$ cat config.mk
export PLATFORM = sky130hd
export DESIGN_NAME = dla_pw_wrap
export DESIGN_NICKNAME = d
export VERILOG_FILES = /design/src/design/dla_particle_walker_core_macros.svh /design/src/design/dla_pw_pkg.sv /design/src/design/dla_pw_wrap.sv
export SDC_FILE = /design/constraint.sdc
export NUM_CORES = 1
export LEC_CHECK = 0
export CORE_ASPECT_RATIO = 0.6
export CORE_MARGIN = 10
export CORE_UTILIZATION = 50
export DETAILED_ROUTE_END_ITERATION = 8
export DONT_BUFFER_PORTS = 1
export PLACE_DENSITY = 0.71
export SKIP_LAST_GASP = 1
export SLEW_MARGIN = 10
export SYNTH_ARGS = -nofsm -noshare
export SYNTH_HDL_FRONTEND = slang
export SYNTH_SLANG_ARGS = --single-unit
$ cat constraint.sdc
create_clock -name vclk -period 11
set_clock_uncertainty 0.15 [all_clocks]
set_input_delay 1.65 -clock vclk [all_inputs]
set_output_delay 1.65 -clock vclk [all_outputs]
set_load 0.01 [all_outputs]
$ cat src/design/dla_particle_walker_core_macros.svh
// ----------------------------------------------------------------------------
// Assertion macros for the particle walker core
// Shared concurrent assertion forms, clocked on i_clk and disabled in reset.
// ----------------------------------------------------------------------------
`ifndef DLA_PARTICLE_WALKER_CORE_MACROS_SVH
`define DLA_PARTICLE_WALKER_CORE_MACROS_SVH

// The consequent must hold in the same cycle as the antecedent.
`define DLA_PW_ASSERT_SAME(lbl, ante, cons, msg) \
    lbl: assert property (@(posedge i_clk) disable iff (!i_rst_n) (ante) |-> (cons)) \
        else $error(msg);

// The consequent must hold in the cycle after the antecedent.
`define DLA_PW_ASSERT_NEXT(lbl, ante, cons, msg) \
    lbl: assert property (@(posedge i_clk) disable iff (!i_rst_n) (ante) |=> (cons)) \
        else $error(msg);

`endif

$ cat src/design/dla_pw_pkg.sv
// ----------------------------------------------------------------------------
// Particle walker package
// Grid geometry, codes, state type and the window bounds helper.
// ----------------------------------------------------------------------------
package dla_pw_pkg;

    // Grid geometry.
    localparam int COORD_W   = 10;
    localparam int GRID_SIZE = 2 ** COORD_W;
    localparam int CENTER    = GRID_SIZE / 2;

    // Occupancy memory organisation: one bit per cell, packed into words.
    localparam int WORD_W = 64;
    localparam int OFS_W  = $clog2(WORD_W);
    localparam int ADDR_W = 2 * COORD_W - OFS_W;
    localparam int DEPTH  = 2 ** ADDR_W;

    // Neighbour directions.
    localparam int NUM_DIRS    = 8;
    localparam int DIR_W       = $clog2(NUM_DIRS);
    localparam int PROBE_CNT_W = $clog2(NUM_DIRS + 1);

    localparam logic signed [1:0] DX_TAB [NUM_DIRS] =
        '{-2'sd1, -2'sd1, -2'sd1, 2'sd0, 2'sd0, 2'sd1, 2'sd1, 2'sd1};
    localparam logic signed [1:0] DY_TAB [NUM_DIRS] =
        '{-2'sd1, 2'sd0, 2'sd1, -2'sd1, 2'sd1, -2'sd1, 2'sd0, 2'sd1};

    // Configuration registers.
    localparam int CFG_W     = 11;
    localparam int CFG_IDX_W = 2;
    localparam logic [CFG_IDX_W-1:0] CFG_WIDTH  = 2'd0;
    localparam logic [CFG_IDX_W-1:0] CFG_HEIGHT = 2'd1;
    localparam logic [CFG_W-1:0]     CFG_RESET  = 11'd200;

    // Stream words.
    localparam int IN_TDATA_W  = 24;
    localparam int OUT_TDATA_W = 24;

    localparam logic REQ_SPAWN = 1'b0;
    localparam logic REQ_STEP  = 1'b1;

    typedef enum logic [1:0] {
        ST_WALKING   = 2'd0,
        ST_STUCK     = 2'd1,
        ST_REJECTED  = 2'd2,
        ST_NO_WALKER = 2'd3
    } t_status;

    typedef enum logic [2:0] {
        S_CLEAR,
        S_IDLE,
        S_SPAWN_CHK,
        S_PROBE,
        S_SET_RD,
        S_SET_WR,
        S_RESULT
    } t_state;

    typedef struct packed {
        logic [COORD_W-1:0] lo;
        logic [COORD_W-1:0] hi;
    } t_bounds;

    // Bounds of the active window along one axis for a configured size.
    function automatic t_bounds win_bounds(logic [CFG_W-1:0] w);
        logic [CFG_W-1:0]          wc;
        logic signed [CFG_W+1:0]   lo;
        logic signed [CFG_W+1:0]   hi;
        logic signed [CFG_W+1:0]   top;
        t_bounds                   b;
        wc = w;
        if (wc == '0) wc = CFG_W'(1);
        if (wc > CFG_W'(GRID_SIZE)) wc = CFG_W'(GRID_SIZE);
        top = signed'((CFG_W + 2)'(GRID_SIZE - 1));
        lo  = signed'((CFG_W + 2)'(CENTER)) - signed'({2'b00, wc >> 1});
        hi  = signed'((CFG_W + 2)'(CENTER)) + signed'({2'b00, (wc - CFG_W'(1)) >> 1});
        if (lo < 0) lo = '0;
        if (lo > top) lo = top;
        if (hi > top) hi = top;
        b.lo = lo[COORD_W-1:0];
        b.hi = hi[COORD_W-1:0];
        return b;
    endfunction

endpackage

$ cat src/design/dla_pw_wrap.sv
// ----------------------------------------------------------------------------
// Particle walker move unit
// Moves a position one cell in a direction, wrapping at the window edges.
// ----------------------------------------------------------------------------
module dla_pw_wrap (
    input  logic [dla_pw_pkg::COORD_W-1:0] i_pos_x,
    input  logic [dla_pw_pkg::COORD_W-1:0] i_pos_y,
    input  logic [dla_pw_pkg::DIR_W-1:0]   i_dir,
    input  dla_pw_pkg::t_bounds            i_bnd_x,
    input  dla_pw_pkg::t_bounds            i_bnd_y,
    output logic [dla_pw_pkg::COORD_W-1:0] o_x,
    output logic [dla_pw_pkg::COORD_W-1:0] o_y
);
    import dla_pw_pkg::*;

    // A move past the high bound lands on the low bound and vice versa.
    function automatic logic [COORD_W-1:0] wrap1(logic [COORD_W-1:0] p,
                                                 logic signed [1:0] d,
                                                 t_bounds b);
        logic signed [COORD_W+1:0] n;
        logic signed [COORD_W+1:0] lo;
        logic signed [COORD_W+1:0] hi;
        lo = signed'({2'b00, b.lo});
        hi = signed'({2'b00, b.hi});
        n  = signed'({2'b00, p}) + signed'({{COORD_W{d[1]}}, d});
        if (n > hi) n = lo;
        if (n < lo) n = hi;
        return n[COORD_W-1:0];
    endfunction

    assign o_x = wrap1(i_pos_x, DX_TAB[i_dir], i_bnd_x);
    assign o_y = wrap1(i_pos_y, DY_TAB[i_dir], i_bnd_y);

endmodule

==> results of run 1 <==
==> per-layer routing <==
metal	global-route usage [%]	up-vias	part of all wire (%)
met5	0	-	0
met4	0.728	0	0.67
met3	4.19	4	13
met2	22.4	103	38
met1	22.9	888	49
li1	-	1117	-
==> report_power, final <==
group | switching (uW) | internal [uW] | leakage [uW]
clock | 0 | 0 | 0
sequential | 0 | 0 | 0
combinational | 129 | 106 | 0.00120
==> worst max-delay path: stages <==
cell and delay, ns:
inv_1 0.05, ha_1 0.28, mux2i_2 0.15, buf_4 0.26, ha_1 0.32, a2111oi_0 0.62, o21ai_0 0.35, a31oi_1 0.28
xnor2_1 0.12, ha_1 0.31, nand2_1 0.08, nor3_1 0.13, o21ai_0 0.11, a31oi_1 0.17, a21oi_1 0.10, nor2_4 0.31
mux2_2 0.39, ha_1 0.29, a21o_1 0.18, a21o_1 0.18, a211oi_1 0.22, o21ai_0 0.13, o21bai_1 0.75, mux2_2 0.45
==> area by class of cell <==
| class | instances | area share, % |
|---|---|---|
| inverters | 47 | 7.23 |
| multi-input cells | 256 | 89.2 |
| well taps | 63 | 3.23 |
| repair buffers | 1 | 0.308 |
==> worst min path at each step <==
stage / startpoint / to / slack, ns / cells past startpoint
2_1_floorplan: i_bnd_x[0] / o_x[0] / 3.30 / 1
3_3_place_gp: i_bnd_y[6] / o_y[6] / 3.31 / 1
3_5_place_dp: i_bnd_y[8] / o_y[8] / 3.31 / 1
4_1_cts: i_bnd_y[8] / o_y[8] / 3.31 / 1
5_1_grt: i_bnd_y[7] / o_y[7] / 3.31 / 1
6_report: i_bnd_x[7] / o_x[7] / 3.31 / 1
==> per-stage QoR <==
step	worst slack, ns	hold WS [ns]	area (um^2)	util, %	total power, uW
6_report	1.31	3.31	2440	53.2	235
3_3_place_gp	1.44	3.31	2440	53.2	228
2_1_floorplan	2.31	3.30	2380	-	189
3_5_place_dp	1.42	3.31	2440	53.2	233
4_1_cts	1.37	3.31	2440	53.2	235
5_1_grt	0.750	3.31	2440	53.2	265
==> logic make-up (layout without fill, tap and decap cells) <==
family          Yosys count  after routing
compound gates           68             68
mux                      44             44
fa+ha+maj                57             57
buf+inv                  53             48
xor+xnor                 18             18
simple gates             69             69
==> cell usage in the layout (no fill, tap or decap), types with 2 or more instances in the layout <==
| cell | synthesis | layout |
|---|---|---|
| ha_1 | 56 | 56 |
| inv_1 | 47 | 47 |
| mux2_2 | 39 | 39 |
| nand2_1 | 22 | 22 |
| o21ai_0 | 20 | 20 |
| a21oi_1 | 15 | 15 |
| xnor2_1 | 12 | 12 |
| nor3_1 | 11 | 11 |
| nor2_1 | 11 | 11 |
| nand4_1 | 6 | 6 |
| xor2_1 | 6 | 6 |
| a31oi_1 | 5 | 5 |
| a21o_1 | 5 | 5 |
| nor4_1 | 4 | 4 |
| o211ai_1 | 3 | 3 |
| a211oi_1 | 3 | 3 |
| a2111oi_0 | 3 | 3 |
| mux2i_1 | 3 | 3 |
| or3_1 | 3 | 3 |
| o31a_1 | 3 | 3 |
| nand3_1 | 2 | 2 |
| nor2b_1 | 2 | 2 |
| o21bai_1 | 2 | 2 |
| a221oi_1 | 2 | 2 |
==> reports/qor.yml, run 1 <==
die_h_um: 73.4
grt_pass1_vias: 2032
crit_fanout: 18
worst_pin_slew_ns: 0.926
drtAntennaViolNets: 0
setup_violations: 0
wire_per_inst_um: 17.9
endpoint_kind: "output pin"
gp_congestion: 1.02
detail_route.iter0.violations: 194
min_period_over_period_pct: 88.1
nets: 426
netlist_area_um2: 2380
synth_nets: 429
finalWirelength_um: 6570
ys_warn_count: 0
yosysTopAreaCell: "ha_1"
num-fill-cells: 423
synth_top_family_by_area: "adder cells"
io_buffers: 0
dieWidth_um: 109
synth_area_leaders: "ha_1, mux2_2, inv_1"
postCtsSetupBuffers: 0
ir_drop_uv: 67.9
fin_crit_ns: 9.69
crit_required_ns: 9.20
core_um2: 4590
remaining_drc_errors: 0
arrival_ns: 7.89
track_usage_pct: 15.5
max_cap_violations: 0
tns_ns: 0
seq_cells: 0
dp.cells: 367
synth.distinct_cells: 44
viasPerCell: 5.75
io_pins: 83
ctsHoldBuffers: 0
hold_viol: 0
syn_area_per_cell_um2: 7.70
outcome: "finished clean"
maxSlewViolCount: 0
muxShareOfSynthArea_pct: 20.8
synthSimpleGateAreaFrac_pct: 15.3
dr_total_vias: 2112
grt_pass1_wl_um: 10400
synth_adder_area_share_pct: 30.3
drive_gt1_share_pct: 15.1
synthTopCellsByCount: "ha_1, inv_1, mux2_2, nand2_1, o21ai_0"
synthXorXnorAreaFrac_pct: 6.62
synth.most_common_cell: "ha_1"
start_util_pct: 51.9
relSlewSlack_pct: 38.1
die_area_um2: 8010
fmax_mhz: 103
worstSetupEndpoint: "o_y[1]"
synth_compound_gate_area_share_pct: 18.6
cp-startpoint: "i_dir[1]"
hold_path_class: "primary input to output pin"
antenna_found_initial: 0
pwr_density_cell_nw_per_um2: 96.2
syn_inst: 309
multiInputGateArea_um2: 2180
leakagePower_uw: 0.00120
yosysSeqAreaShare_pct: 0
seq_area_um2: 0
finalNonFillerCells: 367
synth_top_area_share_pct: 29.4
crit_type: "primary input to output pin"
cp-start-kind: "primary input"
grt_max_degree: 19
rows: 19
overflow: 0
area_growth_pct: 2.58
first_pass_iters: 4
cts_resized: 0
diodes: 0
clock_buffers: 0
rsz0062_at_grt: "false"
dp_hpwl_um: 5930
Note: power is estimated with default switching activity, not from simulation.
==> run 2, diff against run 1 <==
--- a/config.mk
+++ b/config.mk
@@ -12,2 +12,3 @@
 export DONT_BUFFER_PORTS = 1
+export MAX_ROUTING_LAYER = met4
 export PLACE_DENSITY = 0.71
==> constraint.sdc (replaced) <==
create_clock -name vclk -period 11
set_clock_uncertainty 0.15 [all_clocks]
set_input_delay 2.75 -clock vclk [all_inputs]
set_output_delay 2.75 -clock vclk [all_outputs]
set_load 0.01 [all_outputs]
==> reports/qor.yml, run 2 (synthesized netlist as in run 1, its figures left out) <==
first_pass_iters: 4  # unchanged
gp_congestion: 0.923  # -9.1%
power_frac_seq_pct: 0  # unchanged
wire_per_inst_um: 19.3  # +8.0%
hold_path_class: "primary input to output pin"
power_frac_comb_pct: 100.0  # about the same
worstSetupEndpoint: "o_y[8]"
layout_common_cells: "ha_1, inv_1, buf_4"
arrival_ns: 7.97  # +0.08 ns
dieWidth_um: 109  # unchanged
track_usage_pct: 16.7  # +1.3 points
detail_route.iter0.violations: 192  # -1.0%
pwr_density_cell_nw_per_um2: 110  # +15%
overflow: 0  # unchanged
dr_total_vias: 2372  # +12%
drive_gt1_share_pct: 32.7  # +18 points
io_pins: 83  # unchanged
fin_crit_ns: 10.87  # +1.18 ns
remaining_drc_errors: 0  # unchanged
ir_drop_uv: 90.1  # +33%
final_common_cell: "ha_1"
num-fill-cells: 384  # -9.2%
crit_required_ns: 8.10  # -1.10 ns
grt_pass1_wl_um: 10900  # +4.9%
endpoint_kind: "output pin"
crit_type: "primary input to output pin"
max_cap_violations: 0  # unchanged
rows: 19  # unchanged
core_um2: 4590  # unchanged
start_util_pct: 51.9  # unchanged
die_h_um: 73.4  # unchanged
dp.cells: 379  # +3.3%
nets: 461  # +8.2%
min_period_over_period_pct: 98.8  # +11 points
diodes: 0  # unchanged
fmax_mhz: 92.0  # -11%
dp_hpwl_um: 6100  # +2.8%
cp-startpoint: "i_dir[1]"
p_sw_share_pct: 48.8  # -5.9 points
seq_cells: 0  # unchanged
finalNonFillerCells: 402  # +9.5%
viasPerCell: 5.90  # +2.5%
hold_viol: 0  # unchanged
slowest_stage: "fa_2"
die_area_um2: 8010  # unchanged
grt_pass1_vias: 2168  # +6.7%
finalPower_uw: 334  # +42%
outcome: "finished clean"
crit_fanout: 8  # -10
area_growth_pct: 27.1
setup_violations: 0  # unchanged
switchingPower_uw: 163  # +27%
slowest_delay_ns: 0.43  # -0.32 ns
hold_start: "i_bnd_y[0]"
finalWirelength_um: 7770  # +18%
relSlewSlack_pct: 65.8  # +28 points
clock_buffers: 0  # unchanged
antenna_found_initial: 0  # unchanged
io_buffers: 0  # unchanged
clkPwrFrac_pct: 0  # unchanged
utilization_pct: 65.9  # +13 points
drtAntennaViolNets: 0  # unchanged
grt_max_degree: 18  # -1
ctsHoldBuffers: 0  # unchanged
cp-start-kind: "primary input"
worst_pin_slew_ns: 0.500  # -0.425 ns
seq_area_um2: 0  # unchanged
maxSlewViolCount: 0  # unchanged
leakagePower_uw: 0.00148  # +23%
p_int_uw: 171  # +61%
[run 2: cell count changes in the layout (fill, tap and decap cells not counted), sizes merged]
| cell | delta |
|---|---|
| buf | +33 |
| clkbuf | +2 |
[run 2: how the worst min path moves through the flow]
stage	end	slack [ns]	depth (start not counted)
after floorplan	o_x[0]	5.50	1
after global placement	o_y[6]	5.51	1
after detailed placement	o_y[7]	5.51	1
after CTS	o_y[7]	5.51	1
after global routing	o_y[4]	5.49	1
final	o_y[0]	5.49	1
[run 2: repair_timing]
| action | 4_1_cts | 5_1_grt |
|---|---|---|
| setup endpoints to repair | 10 | 20 |
| endpoints found under the hold margin | 0 | 0 |
| buffers inserted | 2 | 19 |
| cloned | 0 | 2 |
| pin swaps | 2 | 36 |
| resized for setup | 2 | 68 |
[run 2: layout make-up]
class                      instances  area (um^2)  area share (%)
multi-input combinational        256         2430            80.4
timing repair buffer              36          337            11.1
tap                               63         78.8            2.61
inverter                          47          176            5.83
[run 2: layer usage]
layer,part of all wire (%),GRT usage [%],vias up
met5,0,-,-
met4,0.71,0.873,0
met3,11,4.63,6
met2,41,23.4,95
met1,48,24.0,1085
li1,-,-,1186
[run 2: per-stage QoR]
stage / instance area [um^2] / setup TNS [ns] / hold slack (ns) / setup slack [ns]
floorplan: 2380 / 0 / 5.50 / 0.107
global placement: 2540 / -2.30 / 5.51 / -0.232
detailed placement: 2540 / -1.90 / 5.51 / -0.193
CTS: 2580 / 0 / 5.51 / 0.0141
global route: 3030 / -2.34 / 5.49 / -0.124
finish: 3030 / 0 / 5.49 / 0.129
[run 2: power groups by stage]
stage	clock network (uW)	logic, uW	registers (uW)
after floorplan	0	189	0
after global placement	0	244	0
after detailed placement	0	249	0
after CTS	0	255	0
after global routing	0	363	0
final	0	334	0
[run 2: critical path, delay by kind of cell]
family / cells / cell delay (ns)
AOI/OAI and AO/OA: 10 / 1.55
xor gates and xnor gates: 1 / 0.12
adders and majority gates: 4 / 1.14
buffers and inverters: 9 / 1.21
muxes: 3 / 0.77
and+or+nand+nor: 3 / 0.42
==> run 3, diff against run 2 <==
Settings changed: RECOVER_POWER set to 50.
Clock period 11 ns to 13.6 ns, I/O delays scaled along.
==> reports/qor.yml, run 3 (synthesized netlist as in run 1, its figures left out) <==
fin_crit_ns: 12.95
postCtsSetupBuffers: 0  # -2
slowest_stage: "a2111oi_0"
maxSlewViolCount: 0  # unchanged
remaining_drc_errors: 0  # unchanged
cts_resized: 0  # -2
endpoint_kind: "output pin"
finalWirelength_um: 6450  # -17%
nets: 427  # -7.4%
finalPower_uw: 190  # -43%
num-fill-cells: 443  # +15%
placed_cell_area_um2: 2450  # -3.7%
first_pass_iters: 4  # unchanged
clock_buffers: 0  # unchanged
min_period_over_period_pct: 95.3
rsz0062_at_grt: "false"
slowest_delay_ns: 0.57  # +0.14 ns
area_growth_pct: 2.58
crit_top_cell: "ha_1"
hold_viol: 0  # unchanged
leakagePower_uw: 0.00120  # -19%
worstHoldPathCells: 1  # unchanged
antenna_found_initial: 0  # unchanged
core_um2: 4590  # unchanged
drtAntennaViolNets: 0  # unchanged
dp_hpwl_um: 5860  # -4.0%
max_cap_violations: 0  # unchanged
relSlewSlack_pct: 58.4  # -7.4 points
tns_ns: 0  # unchanged
detail_route.iter0.violations: 180  # -6.3%
outcome: "finished clean"
arrival_ns: 9.40  # +1.43 ns
ir_drop_uv: 69.2  # -23%
seq_cells: 0  # unchanged
cp-start-kind: "primary input"
seq_area_um2: 0  # unchanged
die_area_um2: 8010  # unchanged
crit_required_ns: 10.05  # +1.95 ns
viasPerCell: 5.80  # -1.6%
ctsHoldBuffers: 0  # unchanged
crit_fanout: 18  # +10
drive_gt1_share_pct: 12.8  # -20 points
crit_type: "primary input to output pin"
hold_path_class: "primary input to output pin"
dr_total_vias: 2136  # -9.9%
utilization_pct: 53.2  # -13 points
grt_pass1_wl_um: 10400  # -4.3%
worst_pin_slew_ns: 0.616  # +0.116 ns
die_h_um: 73.4  # unchanged
track_usage_pct: 15.9  # -0.88 points
stdcell_area_um2: 2440  # -19%
wire_per_inst_um: 17.5  # -9.3%
grt_max_degree: 19  # +1
io_buffers: 0  # unchanged
setup_violations: 0  # unchanged
rows: 19  # unchanged
diodes: 0  # unchanged
overflow: 0  # unchanged
io_pins: 83  # unchanged
pwr_density_cell_nw_per_um2: 77.8  # -30%
start_util_pct: 51.9  # unchanged
dieWidth_um: 109  # unchanged
fmax_mhz: 77.2
layout_common_cells: "ha_1, inv_1, mux2_2"
gp_congestion: 0.935  # +1.3%
final_common_cell: "ha_1"
grt_pass1_vias: 2047  # -5.6%
==> run 3: changes by cell type in the layout (fill, tap and decap cells not counted), moves of 6 or more <==
cell,change
o21ai_1,-9
mux2_1,+9
a21oi_1,+6
mux2_4,-14
buf_4,-26
ha_1,+8
o21ai_0,+11
==> run 3: path summary, 6_finish.rpt <==
path / startpoint / endpoint / slack [ns]
worst max-delay path: i_dir[0] / o_y[1] / 0.65
worst min-delay path: i_bnd_x[6] / o_x[6] / 6.81
==> run 3: area by class of cell <==
| cell class | count | area, um^2 | share of cell area [%] |
|---|---|---|---|
| Inverter | 47 | 176 | 7.23 |
| Tap cell | 63 | 78.8 | 3.23 |
| Multi-Input combinational cell | 256 | 2170 | 88.9 |
| Timing Repair Buffer | 2 | 15.0 | 0.615 |
==> run 3: per-stage QoR <==
stage,std cells,setup WS [ns],hold WS [ns]
2_1_floorplan,309,1.41,6.80
3_3_place_gp,368,0.694,6.81
3_5_place_dp,368,0.785,6.81
4_1_cts,368,0.752,6.81
5_1_grt,368,0.272,6.81
6_report,368,0.645,6.81
==> run 3: where the power goes <==
group	total, uW	switching [uW]	internal (uW)
Clock	0	0	0
Sequential	0	0	0
Combinational	190	104	85.8
Total	190	104	85.8
==> run 3: metal layers <==
layer	global-route usage, %	wire length (um)	up-vias
met5	-	0	-
met4	0.582	24	0
met3	2.27	709	2
met2	21.4	2460	80
met1	24.6	3260	933
li1	-	-	1121
==> run 3: critical path, delay by kind of cell <==
| kind | cells | cell delay [ns] |
|---|---|---|
| compound gates | 11 | 2.67 |
| xor+xnor | 1 | 0.13 |
| fa+ha+maj | 4 | 1.22 |
| buf+inv | 3 | 0.54 |
| mux | 3 | 0.91 |
| simple gates | 3 | 0.53 |
